**config.mk**
```make
export PLATFORM = sky130hd
export DESIGN_NAME = base30_field_line_writer
export DESIGN_NICKNAME = d
export VERILOG_FILES = /design/src/hdl/b30flw_pkg.sv /design/src/hdl/b30flw_divstep.sv /design/src/hdl/b30flw_line.sv /design/src/hdl/base30_field_line_writer.sv
export SDC_FILE = /design/constraint.sdc
export NUM_CORES = 1
export LEC_CHECK = 0
export ABC_AREA = 1
export CAP_MARGIN = 10
export CORE_MARGIN = 4
export CORE_UTILIZATION = 65
export DETAILED_ROUTE_END_ITERATION = 8
export DONT_BUFFER_PORTS = 1
export GPL_TIMING_DRIVEN = 0
export PLACE_DENSITY = 0.81
export SLEW_MARGIN = 25
export SYNTH_ARGS = -nofsm -noshare
export SYNTH_HDL_FRONTEND = slang
export SYNTH_HIERARCHICAL = 1
export SYNTH_SLANG_ARGS = --single-unit
```
**constraint.sdc**
```tcl
create_clock -name clk -period 12.9 [get_ports clk]
set_clock_uncertainty 0.2 [all_clocks]
set_input_delay 1.29 -clock clk [delete_from_list [all_inputs] [get_ports clk]]
set_output_delay 1.29 -clock clk [all_outputs]
set_load 0.02 [all_outputs]
```
**src/hdl/b30flw_pkg.sv**
```systemverilog
package b30flw_pkg;

  // Widths of the datapath.
  localparam int unsigned MagW  = 32;
  localparam int unsigned QuoW  = 28;
  localparam int unsigned DigW  = 5;
  localparam int unsigned NDig  = 8;
  localparam int unsigned IdxW  = $clog2(NDig);
  localparam int unsigned ColW  = 7;
  localparam int unsigned CharW = 8;
  localparam int unsigned ProdW = 64;

  // Division by 30 as a multiply by the rounded-up reciprocal 2^36 / 30.
  // The result is exact for every 32-bit dividend.
  localparam logic [MagW-1:0] Recip      = 32'h8888_8889;
  localparam int unsigned     RecipShift = 36;

  localparam logic [ColW-1:0] MinWidth   = 7'd9;
  localparam logic [ColW-1:0] WidthReset = 7'd80;

  localparam logic [CharW-1:0] CH_CR    = 8'h0D;
  localparam logic [CharW-1:0] CH_LF    = 8'h0A;
  localparam logic [CharW-1:0] CH_SLASH = 8'h2F;
  localparam logic [CharW-1:0] CH_MINUS = 8'h2D;
  localparam logic [CharW-1:0] CH_PLUS  = 8'h2B;
  localparam logic [CharW-1:0] CH_Z     = 8'h5A;
  localparam logic [CharW-1:0] CH_ZERO  = 8'h30;
  localparam logic [CharW-1:0] CH_A     = 8'h41;

  typedef enum logic [1:0] {
    CMD_INT  = 2'd0,
    CMD_RAW  = 2'd1,
    CMD_PAD  = 2'd2,
    CMD_NONE = 2'd3
  } cmd_t;

  typedef enum logic {
    REG_LINE_WIDTH = 1'b0,
    REG_FORCE_PLUS = 1'b1
  } reg_idx_t;

  // One character handed from the sequencer to the line stage.
  typedef struct packed {
    logic             valid;
    logic [CharW-1:0] code;
    logic             fin;
  } char_req_t;

  // Base-30 digit to its ASCII character: 0-9 then A-T.
  function automatic logic [CharW-1:0] digit_char(input logic [DigW-1:0] d);
    logic [CharW-1:0] dw;
    dw = {{(CharW-DigW){1'b0}}, d};
    if (d < 5'd10) begin
      return CH_ZERO + dw;
    end else begin
      return CH_A + dw - 8'd10;
    end
  endfunction

endpackage

```
**src/hdl/b30flw_divstep.sv**
```systemverilog
module b30flw_divstep (
  input  logic                          clk,
  input  logic                          load,
  input  logic [b30flw_pkg::MagW-1:0]   dividend,
  output logic [b30flw_pkg::QuoW-1:0]   quo,
  output logic [b30flw_pkg::DigW-1:0]   rem
);
  import b30flw_pkg::*;

  logic [MagW-1:0]  dvd;
  logic [ProdW-1:0] prod;
  logic [MagW-1:0]  quo_ext;
  logic [MagW-1:0]  quo_x30;
  logic [MagW-1:0]  diff;

  // The product is registered; quotient and remainder are derived from it
  // combinationally in the cycle after the load.
  always_ff @(posedge clk) begin
    if (load) begin
      dvd  <= dividend;
      prod <= {{(ProdW-MagW){1'b0}}, dividend} * {{(ProdW-MagW){1'b0}}, Recip};
    end
  end

  assign quo     = prod[RecipShift +: QuoW];
  assign quo_ext = {{(MagW-QuoW){1'b0}}, quo};
  assign quo_x30 = (quo_ext << 5) - (quo_ext << 1);
  assign diff    = dvd - quo_x30;
  assign rem     = diff[DigW-1:0];

endmodule

```
**src/hdl/b30flw_line.sv**
```systemverilog
module b30flw_line (
  input  logic                        clk,
  input  logic                        rst,
  input  b30flw_pkg::char_req_t       req,
  output logic                        req_ready,
  input  logic [b30flw_pkg::ColW-1:0] line_width,
  output logic                        m_tvalid,
  input  logic                        m_tready,
  output logic [15:0]                 m_tdata,
  output logic                        m_tlast
);
  import b30flw_pkg::*;

  typedef enum logic [2:0] {
    P_NONE = 3'b001,
    P_CR   = 3'b010,
    P_LF   = 3'b100
  } pend_t;

  pend_t            pend;
  logic             pend_last;
  logic             ov;
  logic [CharW-1:0] o_char;
  logic [ColW-1:0]  o_col;
  logic             o_last;
  logic [ColW-1:0]  line_column;

  logic             advance;
  logic [ColW-1:0]  w_eff;
  logic [ColW:0]    col_sum;
  logic             wraps;

  assign advance   = !ov || m_tready;
  assign w_eff     = (line_width < MinWidth) ? MinWidth : line_width;
  assign col_sum   = {1'b0, line_column} + 8'd1;
  assign wraps     = col_sum >= {1'b0, w_eff};
  assign req_ready = advance && (pend == P_NONE);

  always_ff @(posedge clk) begin
    if (rst) begin
      ov          <= 1'b0;
      pend        <= P_NONE;
      pend_last   <= 1'b0;
      line_column <= '0;
      o_char      <= '0;
      o_col       <= '0;
      o_last      <= 1'b0;
    end else if (advance) begin
      unique case (pend)
        P_CR: begin
          ov     <= 1'b1;
          o_char <= CH_CR;
          o_col  <= '0;
          o_last <= 1'b0;
          pend   <= P_LF;
        end
        P_LF: begin
          ov     <= 1'b1;
          o_char <= CH_LF;
          o_col  <= '0;
          o_last <= pend_last;
          pend   <= P_NONE;
        end
        P_NONE: begin
          if (req.valid) begin
            ov     <= 1'b1;
            o_char <= req.code;
            o_col  <= col_sum[ColW-1:0];
            if (wraps) begin
              o_last      <= 1'b0;
              pend        <= P_CR;
              pend_last   <= req.fin;
              line_column <= '0;
            end else begin
              o_last      <= req.fin;
              line_column <= col_sum[ColW-1:0];
            end
          end else begin
            ov <= 1'b0;
          end
        end
        default: begin
          pend <= P_NONE;
        end
      endcase
    end
  end

  assign m_tvalid = ov;
  assign m_tdata  = {1'b0, o_col, o_char};
  assign m_tlast  = o_last;

endmodule

```
**src/hdl/base30_field_line_writer.sv**
```systemverilog
// Channel   Direction  Handshake                   Payload
// s_*       in         s_tvalid / s_tready         s_tdata, s_tuser (command)
// m_*       out        m_tvalid / m_tready         m_tdata, m_tlast (last char)
// cfg_*     in         cfg_valid / cfg_ready       cfg_index, cfg_data
//
// An integer word is captured, starts the divider, has its base-30 digits
// (up to seven) peeled off one at a time on the shared divide-by-30 unit,
// and leaves as characters (up to nine, plus CR LF) at the output register.
// A raw byte or pad word is captured and leaves as one character. Reset is
// synchronous and active high; it restores a line width of 80 with the plus
// sign off and the column at zero. A stalled m_tready holds the output
// register and, in turn, the sequencer; input is taken only when idle.
module base30_field_line_writer (
  input  logic        clk,
  input  logic        rst,
  // Input word.
  input  logic        s_tvalid,
  output logic        s_tready,
  input  logic [39:0] s_tdata,   // value [31:0], data_byte [39:32]
  input  logic [1:0]  s_tuser,   // cmd [1:0]
  // Output character.
  output logic        m_tvalid,
  input  logic        m_tready,
  output logic [15:0] m_tdata,   // out_char [7:0], column [14:8], zero [15]
  output logic        m_tlast,
  // Register writes.
  input  logic        cfg_valid,
  output logic        cfg_ready,
  input  logic        cfg_index,
  input  logic [6:0]  cfg_data
);
  import b30flw_pkg::*;

  typedef enum logic [6:0] {
    S_IDLE  = 7'b0000001,
    S_LOAD  = 7'b0000010,
    S_CONV  = 7'b0000100,
    S_SIGN  = 7'b0001000,
    S_DIGIT = 7'b0010000,
    S_SLASH = 7'b0100000,
    S_ONE   = 7'b1000000
  } state_t;

  state_t           state;
  logic [ColW-1:0]  line_width;
  logic             force_plus;
  logic [MagW-1:0]  mag;
  logic             neg;
  logic [CharW-1:0] one_char;
  logic [DigW-1:0]  digs [NDig];
  logic [IdxW-1:0]  dcnt;

  logic [MagW-1:0]  s_value;
  logic [CharW-1:0] s_byte;
  cmd_t             s_cmd;
  logic             div_load;
  logic [MagW-1:0]  div_in;
  logic [QuoW-1:0]  quo;
  logic [DigW-1:0]  rem;
  logic             conv_more;
  char_req_t        req;
  logic             req_ready;

  assign s_value  = s_tdata[31:0];
  assign s_byte   = s_tdata[39:32];
  assign s_cmd    = cmd_t'(s_tuser);
  assign s_tready = (state == S_IDLE);
  assign cfg_ready = 1'b1;

  // The divider peels off the least significant digit each cycle; the quotient
  // feeds straight back while it is nonzero and the digit store has room.
  assign conv_more = (quo != '0) && (dcnt != IdxW'(NDig - 1));
  assign div_load  = (state == S_LOAD) || ((state == S_CONV) && conv_more);
  assign div_in    = (state == S_LOAD) ? mag : {{(MagW-QuoW){1'b0}}, quo};

  b30flw_divstep u_divstep (
    .clk      (clk),
    .load     (div_load),
    .dividend (div_in),
    .quo      (quo),
    .rem      (rem)
  );

  // Character offered to the line stage in the current state.
  always_comb begin
    req.valid = 1'b0;
    req.code  = one_char;
    req.fin   = 1'b0;
    unique case (state)
      S_SIGN: begin
        req.valid = 1'b1;
        req.code  = neg ? CH_MINUS : CH_PLUS;
      end
      S_DIGIT: begin
        req.valid = 1'b1;
        req.code  = digit_char(digs[dcnt]);
      end
      S_SLASH: begin
        req.valid = 1'b1;
        req.code  = CH_SLASH;
        req.fin   = 1'b1;
      end
      S_ONE: begin
        req.valid = 1'b1;
        req.fin   = 1'b1;
      end
      default: begin
        req.valid = 1'b0;
      end
    endcase
  end

  b30flw_line u_line (
    .clk        (clk),
    .rst        (rst),
    .req        (req),
    .req_ready  (req_ready),
    .line_width (line_width),
    .m_tvalid   (m_tvalid),
    .m_tready   (m_tready),
    .m_tdata    (m_tdata),
    .m_tlast    (m_tlast)
  );

  // Register writes.
  always_ff @(posedge clk) begin
    if (rst) begin
      line_width <= WidthReset;
      force_plus <= 1'b0;
    end else if (cfg_valid) begin
      unique case (reg_idx_t'(cfg_index))
        REG_LINE_WIDTH: line_width <= cfg_data;
        REG_FORCE_PLUS: force_plus <= cfg_data[0];
        default:        line_width <= line_width;
      endcase
    end
  end

  // Digit store: written at the conversion count, read back from the top.
  always_ff @(posedge clk) begin
    if (state == S_CONV) begin
      digs[dcnt] <= rem;
    end
  end

  // Sequencer.
  always_ff @(posedge clk) begin
    if (rst) begin
      state    <= S_IDLE;
      dcnt     <= '0;
      neg      <= 1'b0;
      mag      <= '0;
      one_char <= '0;
    end else begin
      unique case (state)
        S_IDLE: begin
          if (s_tvalid) begin
            neg  <= s_value[MagW-1];
            mag  <= s_value[MagW-1] ? (32'd0 - s_value) : s_value;
            dcnt <= '0;
            unique case (s_cmd)
              CMD_INT: state <= S_LOAD;
              CMD_RAW: begin
                one_char <= s_byte;
                state    <= S_ONE;
              end
              CMD_PAD: begin
                one_char <= CH_Z;
                state    <= S_ONE;
              end
              default: state <= S_IDLE;
            endcase
          end
        end
        S_LOAD: begin
          state <= S_CONV;
        end
        S_CONV: begin
          if (conv_more) begin
            dcnt <= dcnt + 3'd1;
          end else if (neg || force_plus) begin
            state <= S_SIGN;
          end else begin
            state <= S_DIGIT;
          end
        end
        S_SIGN: begin
          if (req_ready) begin
            state <= S_DIGIT;
          end
        end
        S_DIGIT: begin
          if (req_ready) begin
            if (dcnt == '0) begin
              state <= S_SLASH;
            end else begin
              dcnt <= dcnt - 3'd1;
            end
          end
        end
        S_SLASH, S_ONE: begin
          if (req_ready) begin
            state <= S_IDLE;
          end
        end
        default: begin
          state <= S_IDLE;
        end
      endcase
    end
  end

`ifndef SYNTHESIS
  // The divider must always leave a true base-30 remainder.
  a_rem_range: assert property (@(posedge clk) disable iff (rst)
    (state == S_CONV) |-> (rem < 5'd30))
    else $error("divider remainder out of range");

  // Any 32-bit magnitude has at most seven base-30 digits.
  a_digit_count: assert property (@(posedge clk) disable iff (rst)
    ((state == S_CONV) && (dcnt == 3'd6)) |-> (quo == '0))
    else $error("conversion ran past seven digits");

  // A taken line-break carriage return (the only CR at column zero) is
  // followed at once by the line feed.
  a_cr_lf: assert property (@(posedge clk) disable iff (rst)
    (m_tvalid && m_tready && (m_tdata[7:0] == CH_CR) && (m_tdata[14:8] == 7'd0))
      |=> (m_tvalid && (m_tdata[7:0] == CH_LF) && (m_tdata[14:8] == 7'd0)))
    else $error("carriage return not followed by line feed");

  // Every data character counts itself, so only a line break reports
  // column zero.
  a_break_col: assert property (@(posedge clk) disable iff (rst)
    (m_tvalid && (m_tdata[14:8] == 7'd0))
      |-> ((m_tdata[7:0] == CH_CR) || (m_tdata[7:0] == CH_LF)))
    else $error("column zero on a character that is not a line break");
`endif

endmodule

```
==> results of run 1 <==
-- critical path: cells and delay by family, from the launching register on --
| family | cells | cell delay (ns) |
|---|---|---|
| AO/OA/AOI/OAI | 1 | 0.84 |
| buffers and inverters | 9 | 1.08 |
| adder cells (fa/ha/maj) | 8 | 3.96 |
| flip-flops | 1 | 0.36 |
| AND/OR/NAND/NOR | 10 | 1.40 |
-- synth_stat cells, drive strengths merged, types with 2 or more instances --
cell type | n | area share
clkinv | 2 | 0.00037
nand3b | 6 | 0.0022
mux2 | 6 | 0.0033
and3 | 2 | 0.00062
edfxtp | 73 | 0.11
ha | 316 | 0.19
or2 | 5 | 0.0015
nand2 | 608 | 0.11
xnor2 | 9 | 0.0039
a21oi | 162 | 0.041
inv | 648 | 0.12
o21ai | 112 | 0.028
nor2 | 250 | 0.050
o21bai | 10 | 0.0037
conb | 2 | 0.00037
a211oi | 3 | 0.0018
nand4 | 29 | 0.0089
a31oi | 2 | 0.00062
nor4 | 5 | 0.0025
nor3 | 31 | 0.011
o211ai | 2 | 0.00074
a21o | 5 | 0.0018
clkbuf | 15 | 0.0028
a32oi | 3 | 0.0013
nand3 | 127 | 0.033
xor2 | 23 | 0.0099
buf | 22 | 0.0069
fa | 159 | 0.16
dfxtp | 90 | 0.089
-- kinds of logic (layout without fill, tap and decap cells) --
group	after synthesis	count (layout)
multiplexers	6	6
other	2	2
AO/OA/AOI/OAI	304	304
XOR/XNOR	32	32
AND/OR/NAND/NOR	1064	1064
flip-flops	163	163
adder cells (fa/ha/maj)	475	475
buffers and inverters	687	721
-- power by group --
group          internal [uW]  total, uW  switching (uW)
registers                621        647            25.6
clock network            267        490             223
logic                   1100       3550            2450
-- area by class of cell --
type                            instances  area, um^2
Clock buffer                           17       425.4
Sequential cell                       163        3994
Clock inverter                         15       130.1
Fill cell                            2549        9310
Buffer                                 37       196.4
Multi-Input combinational cell       1883       13740
Timing Repair Buffer                    2       15.01
Inverter                              650        2440
Tap cell                              396       495.5
-- layer usage --
metal,share of wire,vias to the layer above,GRT usage
li1,-,8573,-
met1,0.38,8418,0.4272
met2,0.50,746,0.6656
met3,0.063,193,0.04753
met4,0.052,0,0.1668
met5,0,-,0
-- worst max path at each step --
stage	from	to	slack, ns	depth (start not counted)
finish	state[6]$_SDFFE_PP0P_	u_divstep/prod[42]$_DFFE_PP_	4.74	28
detailed placement	state[6]$_SDFFE_PP0P_	u_divstep/prod[42]$_DFFE_PP_	4.85	28
global route	state[6]$_SDFFE_PP0P_	u_divstep/prod[62]$_DFFE_PP_	4.41	28
floorplan	state[6]$_SDFFE_PP0P_	u_divstep/prod[42]$_DFFE_PP_	6.33	28
global placement	state[6]$_SDFFE_PP0P_	u_divstep/prod[42]$_DFFE_PP_	4.91	27
CTS	state[6]$_SDFFE_PP0P_	u_divstep/prod[42]$_DFFE_PP_	4.87	28
-- state kept, by name (all words and copies together) (netlist names), named ones only --
register            flops
u_line/line_column      7
line_width              7
digs                   40
u_divstep/dvd           5
dcnt                    3
u_line/pend_last        1
force_plus              1
one_char                8
u_line/pend             3
u_line/m_tlast          1
mag                    32
neg                     1
u_line/m_tvalid         1
u_divstep/prod         28
u_line/o_char           8
u_line/o_col            7
state                   7
-- per-stage QoR --
step	cells	power, uW	instance area (um^2)
after global placement	3129	4050	20830
after floorplan	2733	3001	20340
after CTS	3163	4625	21430
final	3163	4684	21440
after detailed placement	3131	4113	20880
after global routing	3163	5083	21440
==> results.sh, run 1 <==
export IMPL_routed_wl_um=62140
export IMPL_timing_hold_ws_ns=0.2819
export IMPL_status="finished, final reports clean"
export IMPL_r2r_start="state[6]$_SDFFE_PP0P_"
export IMPL_slowest_stage="a21oi_1"
export IMPL_async_flop_share=0
export IMPL_fin_crit_ns=8.156
export IMPL_grt_use_total=0.3651
export IMPL_relSlewSlack=0.2423
export IMPL_dpl_worst_slack_ns=4.848
export IMPL_grt_pass1_vias=17890
export IMPL_synth_simple_gate_area_share=0.2241
export IMPL_core_area_um2=30750
export IMPL_grt_max_degree=34
export IMPL_layout_common_cells="635 x inv_1, 593 x nand2_1, 316 x ha_1"
export IMPL_drtIter0Drc=1316
export IMPL_mostFrequentLayoutCell="inv_1"
export IMPL_synth_compound_area_frac=0.08151
export IMPL_post_route_util=0.6972
export IMPL_reg2reg_slack_ns=4.74
export IMPL_layout_setup_ws_ns=4.744
export IMPL_dr_pass1_iters=6
export IMPL_slew_violations=0
export IMPL_cts_root_buf="clkbuf_16"
export IMPL_min_from="one_char[7]$_SDFFE_PP0P_"
export IMPL_antenna_found_initial=0
export IMPL_design_die_area_um2=34180
export IMPL_max_stage_delay_ns=0.84
export IMPL_powerDensity_nw_per_um2=218.5
export IMPL_hold_viol=0
export IMPL_fin_tns_setup_ns=0
export IMPL_cts_buffers=17
export IMPL_synth_cells=2733
export IMPL_num_rows=64
export IMPL_synth_seq_cells=163
export IMPL_area_delta_synth_final_pct=5.414
export IMPL_rr_endpoint="u_divstep/prod[42]$_DFFE_PP_"
export IMPL_setup_violations=0
export IMPL_worstSetupEndpointType="flop"
export IMPL_num_vias=17930
export IMPL_htree_levels=4
export IMPL_die_h_um=184.9
export IMPL_crit_type="reg2reg"
export IMPL_leakage_uw=0.01167
export IMPL_clkTransAtPathRegs_ns=0.07
export IMPL_insertion_delay_ns=0.44
export IMPL_start_util=0.6614
export IMPL_vias_per_cell=5.669
export IMPL_synth_top_family_by_area="adder cells"
export IMPL_reg2regPathDepth=28
export IMPL_place_gp_congestion=0.9886
export IMPL_max_slew_worst_pin_slew_ns=1.137
export IMPL_postRouteAntennaNets=0
export IMPL_grt_pass1_wl_um=95830
export IMPL_synth_area_um2=20340
export IMPL_post_route_period_util=0.6322
export IMPL_ctsResizeCount=0
export IMPL_postCtsSetupRepairBufs=0
export IMPL_dp_hpwl_um=52500
export IMPL_avgRoutedWirePerCell_um=19.65
export IMPL_crit_fanout=10
export IMPL_seq_area_frac_synth=0.1964
export IMPL_yosysWarnings=6
export IMPL_yosys_most_used_dff="dfxtp_1"
export IMPL_grt_setup_unrepaired="false"
export IMPL_fmax_ghz=0.1226
export IMPL_worst_ep_arrival_time_ns=8.12
export IMPL_synth_nets=3263
export IMPL_hp_class="reg2reg"
export IMPL_io_buffers=0
export IMPL_die_w_um=184.9
export IMPL_nets=3284
export IMPL_synth_cell_type_count=53
export IMPL_cap_violations=0
export IMPL_antenna_cells=0
export IMPL_postSynthAreaPerCell_um2=7.442
export IMPL_synth_xor_area_frac=0.01378
export IMPL_hold_path_end="one_char[7]$_SDFFE_PP0P_"
export IMPL_synth_edf_count=73
export IMPL_postCtsHoldBufs=0
export IMPL_yosys_area_share_adder=0.3509
export IMPL_worst_ir_drop_vdd_mv=0.1568
export IMPL_grt_ovfl_total=0
export IMPL_start_kind="flop"
export IMPL_pin_count=75
export IMPL_drc=0
export IMPL_cts_sinks=163
export IMPL_worstHoldPathCells=2
export IMPL_drive_above_1_share=0.05457
export IMPL_cts_path_max_buffers=2
export IMPL_cts_tree="done"
export IMPL_muxShareOfSynthArea=0.003322
export IMPL_crit_required_ns=12.86
Power figures use the tool's default switching activity.
==> inputs of run 2 (changes only) <==
==> constraint.sdc (replaced) <==
create_clock -name clk -period 8.1 [get_ports clk]
set_clock_uncertainty 0.2 [all_clocks]
set_input_delay 0.81 -clock clk [delete_from_list [all_inputs] [get_ports clk]]
set_output_delay 0.81 -clock clk [all_outputs]
set_load 0.02 [all_outputs]
==> run 2 against run 1 <==
- cell count stayed put
- non-clock buffer count stayed put
- global-route usage stayed put
- largest cell class unchanged
==> results.sh, run 2 (same netlist as run 1, synthesis figures left out) <==
export IMPL_drtIter0Drc=1279
export IMPL_crit_required_ns=8.06
export IMPL_cts_buffers=17
export IMPL_postRouteAntennaNets=0
export IMPL_nets=3284
export IMPL_slowest_stage="fa_1"
export IMPL_top_regs="digs (40), mag (32), u_divstep/prod (28)"
export IMPL_mostFrequentLayoutCell="inv_1"
export IMPL_largest_register_ffs=40
export IMPL_cts_sinks=163
export IMPL_grt_max_degree=34
export IMPL_powerDensity_nw_per_um2=347.3
export IMPL_htree_levels=4
export IMPL_crit_type="reg2reg"
export IMPL_grt_use_total=0.3651
export IMPL_grt_ovfl_total=0
export IMPL_grt_pass1_wl_um=95830
export IMPL_cap_violations=0
export IMPL_start_util=0.6614
export IMPL_cts_tree="done"
export IMPL_area_delta_synth_final_pct=5.586
export IMPL_worst_ep_arrival_time_ns=7.79
export IMPL_die_w_um=184.9
export IMPL_multi_input_area_um2=13780
export IMPL_worst_ir_drop_vdd_mv=0.2397
export IMPL_clkTransAtPathRegs_ns=0.07
export IMPL_post_route_period_util=0.9667
export IMPL_layout_common_cells="635 x inv_1, 593 x nand2_1, 316 x ha_1"
export IMPL_vias_per_cell=5.666
export IMPL_highest_layer="met4"
export IMPL_antenna_found_initial=0
export IMPL_grt_setup_unrepaired="false"
export IMPL_power_switching_uw=4291
export IMPL_start_kind="flop"
export IMPL_drc=0
export IMPL_max_stage_delay_ns=0.57
export IMPL_status="finished, final reports clean"
export IMPL_power_share_combinational=0.757
export IMPL_die_h_um=184.9
export IMPL_antenna_cells=0
export IMPL_place_gp_congestion=0.9886
export IMPL_drive_above_1_share=0.05746
export IMPL_io_buffers=0
export IMPL_cts_root_buf="clkbuf_16"
export IMPL_crit_fanout=10
export IMPL_p_sw_frac=0.5753
export IMPL_fmax_ghz=0.1277
export IMPL_num_rows=64
export IMPL_pin_count=75
export IMPL_post_route_util=0.6984
export IMPL_routed_wl_um=62100
export IMPL_insertion_delay_ns=0.45
export IMPL_hold_viol=0
export IMPL_post_route_cell_area_um2=21470
export IMPL_ff_latch_area_um2=3994
export IMPL_leakage_uw=0.01168
export IMPL_dr_pass1_iters=6
export IMPL_wl_met3_um=3949
export IMPL_postCtsHoldBufs=0
export IMPL_wl_met1_um=23700
export IMPL_fin_crit_ns=7.831
export IMPL_design_die_area_um2=34180
export IMPL_worstSetupEndpointType="flop"
export IMPL_fillers=2545
export IMPL_num_vias=17920
export IMPL_max_slew_worst_pin_slew_ns=1.025
export IMPL_met2_length_um=31210
export IMPL_slew_violations=0
export IMPL_seq_power_share=0.138
export IMPL_dp_hpwl_um=52500
export IMPL_core_area_um2=30750
export IMPL_avgRoutedWirePerCell_um=19.63
export IMPL_power_total_uw=7458
export IMPL_top_register="digs"
export IMPL_fin_tns_setup_ns=0
export IMPL_hp_class="reg2reg"
export IMPL_setup_violations=0
export IMPL_relSlewSlack=0.3096
export IMPL_clockPowerShare=0.105
export IMPL_cts_path_max_buffers=2
export IMPL_p_int_uw=3167
export IMPL_place_area_um2=20880
export IMPL_grt_pass1_vias=17890
[run 2: cell count changes in the layout (fill, tap and decap cells not counted)]
cell | previous run | this run
clkbuf_2 | 0 | 1
o21ai_2 | 6 | 8
o21ai_1 | 21 | 19
a21oi_4 | 2 | 3
clkbuf_1 | 15 | 14
a21oi_1 | 153 | 148
a21oi_2 | 7 | 11
[run 2: worst max-delay path: cells and delay by family, from the launching register on]
kind	cells	cell delay, ns
compound gates	1	0.53
buf+inv	9	1.08
fa+ha+maj	8	3.92
simple gates	10	1.41
flops	1	0.36
[run 2: final timing paths]
path | from | to | slack [ns] | cells after the start
max | state[6]$_SDFFE_PP0P_ | u_divstep/prod[42]$_DFFE_PP_ | 0.27 | 28
min | one_char[7]$_SDFFE_PP0P_ | one_char[7]$_SDFFE_PP0P_ | 0.28 | 2
max reg2reg | state[6]$_SDFFE_PP0P_ | u_divstep/prod[42]$_DFFE_PP_ | 0.27 | 28
min reg2reg | one_char[7]$_SDFFE_PP0P_ | one_char[7]$_SDFFE_PP0P_ | 0.28 | 2
[run 2: power groups by stage]
stage	clock, uW	sequential [uW]	combinational [uW]
after global placement	0	1040	5410
after global routing	818	1030	6250
after CTS	782	1030	5560
final	781	1030	5650
after detailed placement	0	1040	5510
after floorplan	0	1030	3750
[run 2: cell type report]
type | count | area share
plain buffers | 37 | 0.009206
multi-input cells | 1883 | 0.6416
clock inverters | 15 | 0.006060
well taps | 396 | 0.02307
flip-flops and latches | 163 | 0.1860
repair buffers | 2 | 0.0006992
clock buffers | 17 | 0.01981
inverters | 650 | 0.1136
[run 2: stage by stage]
stage	worst slack [ns]	cells	hold WS [ns]
global placement	0.1056	3129	0.2500
global route	0.01181	3163	0.2938
CTS	0.06777	3163	0.2772
finish	0.2695	3163	0.2816
floorplan	1.532	2733	0.2245
detailed placement	0.04767	3131	0.2670
[run 2: layer usage]
metal  up-vias  track usage
li1       8577            -
met1      8399       0.4272
met2       751       0.6656
met3       194      0.04753
met4         0       0.1668
met5         -            0
[run 2: repair_timing]
| action | CTS | global route |
|---|---|---|
| setup endpoints to repair | 0 | 27 |
| gates resized for setup | 0 | 10 |
| buffers inserted | 0 | 0 |
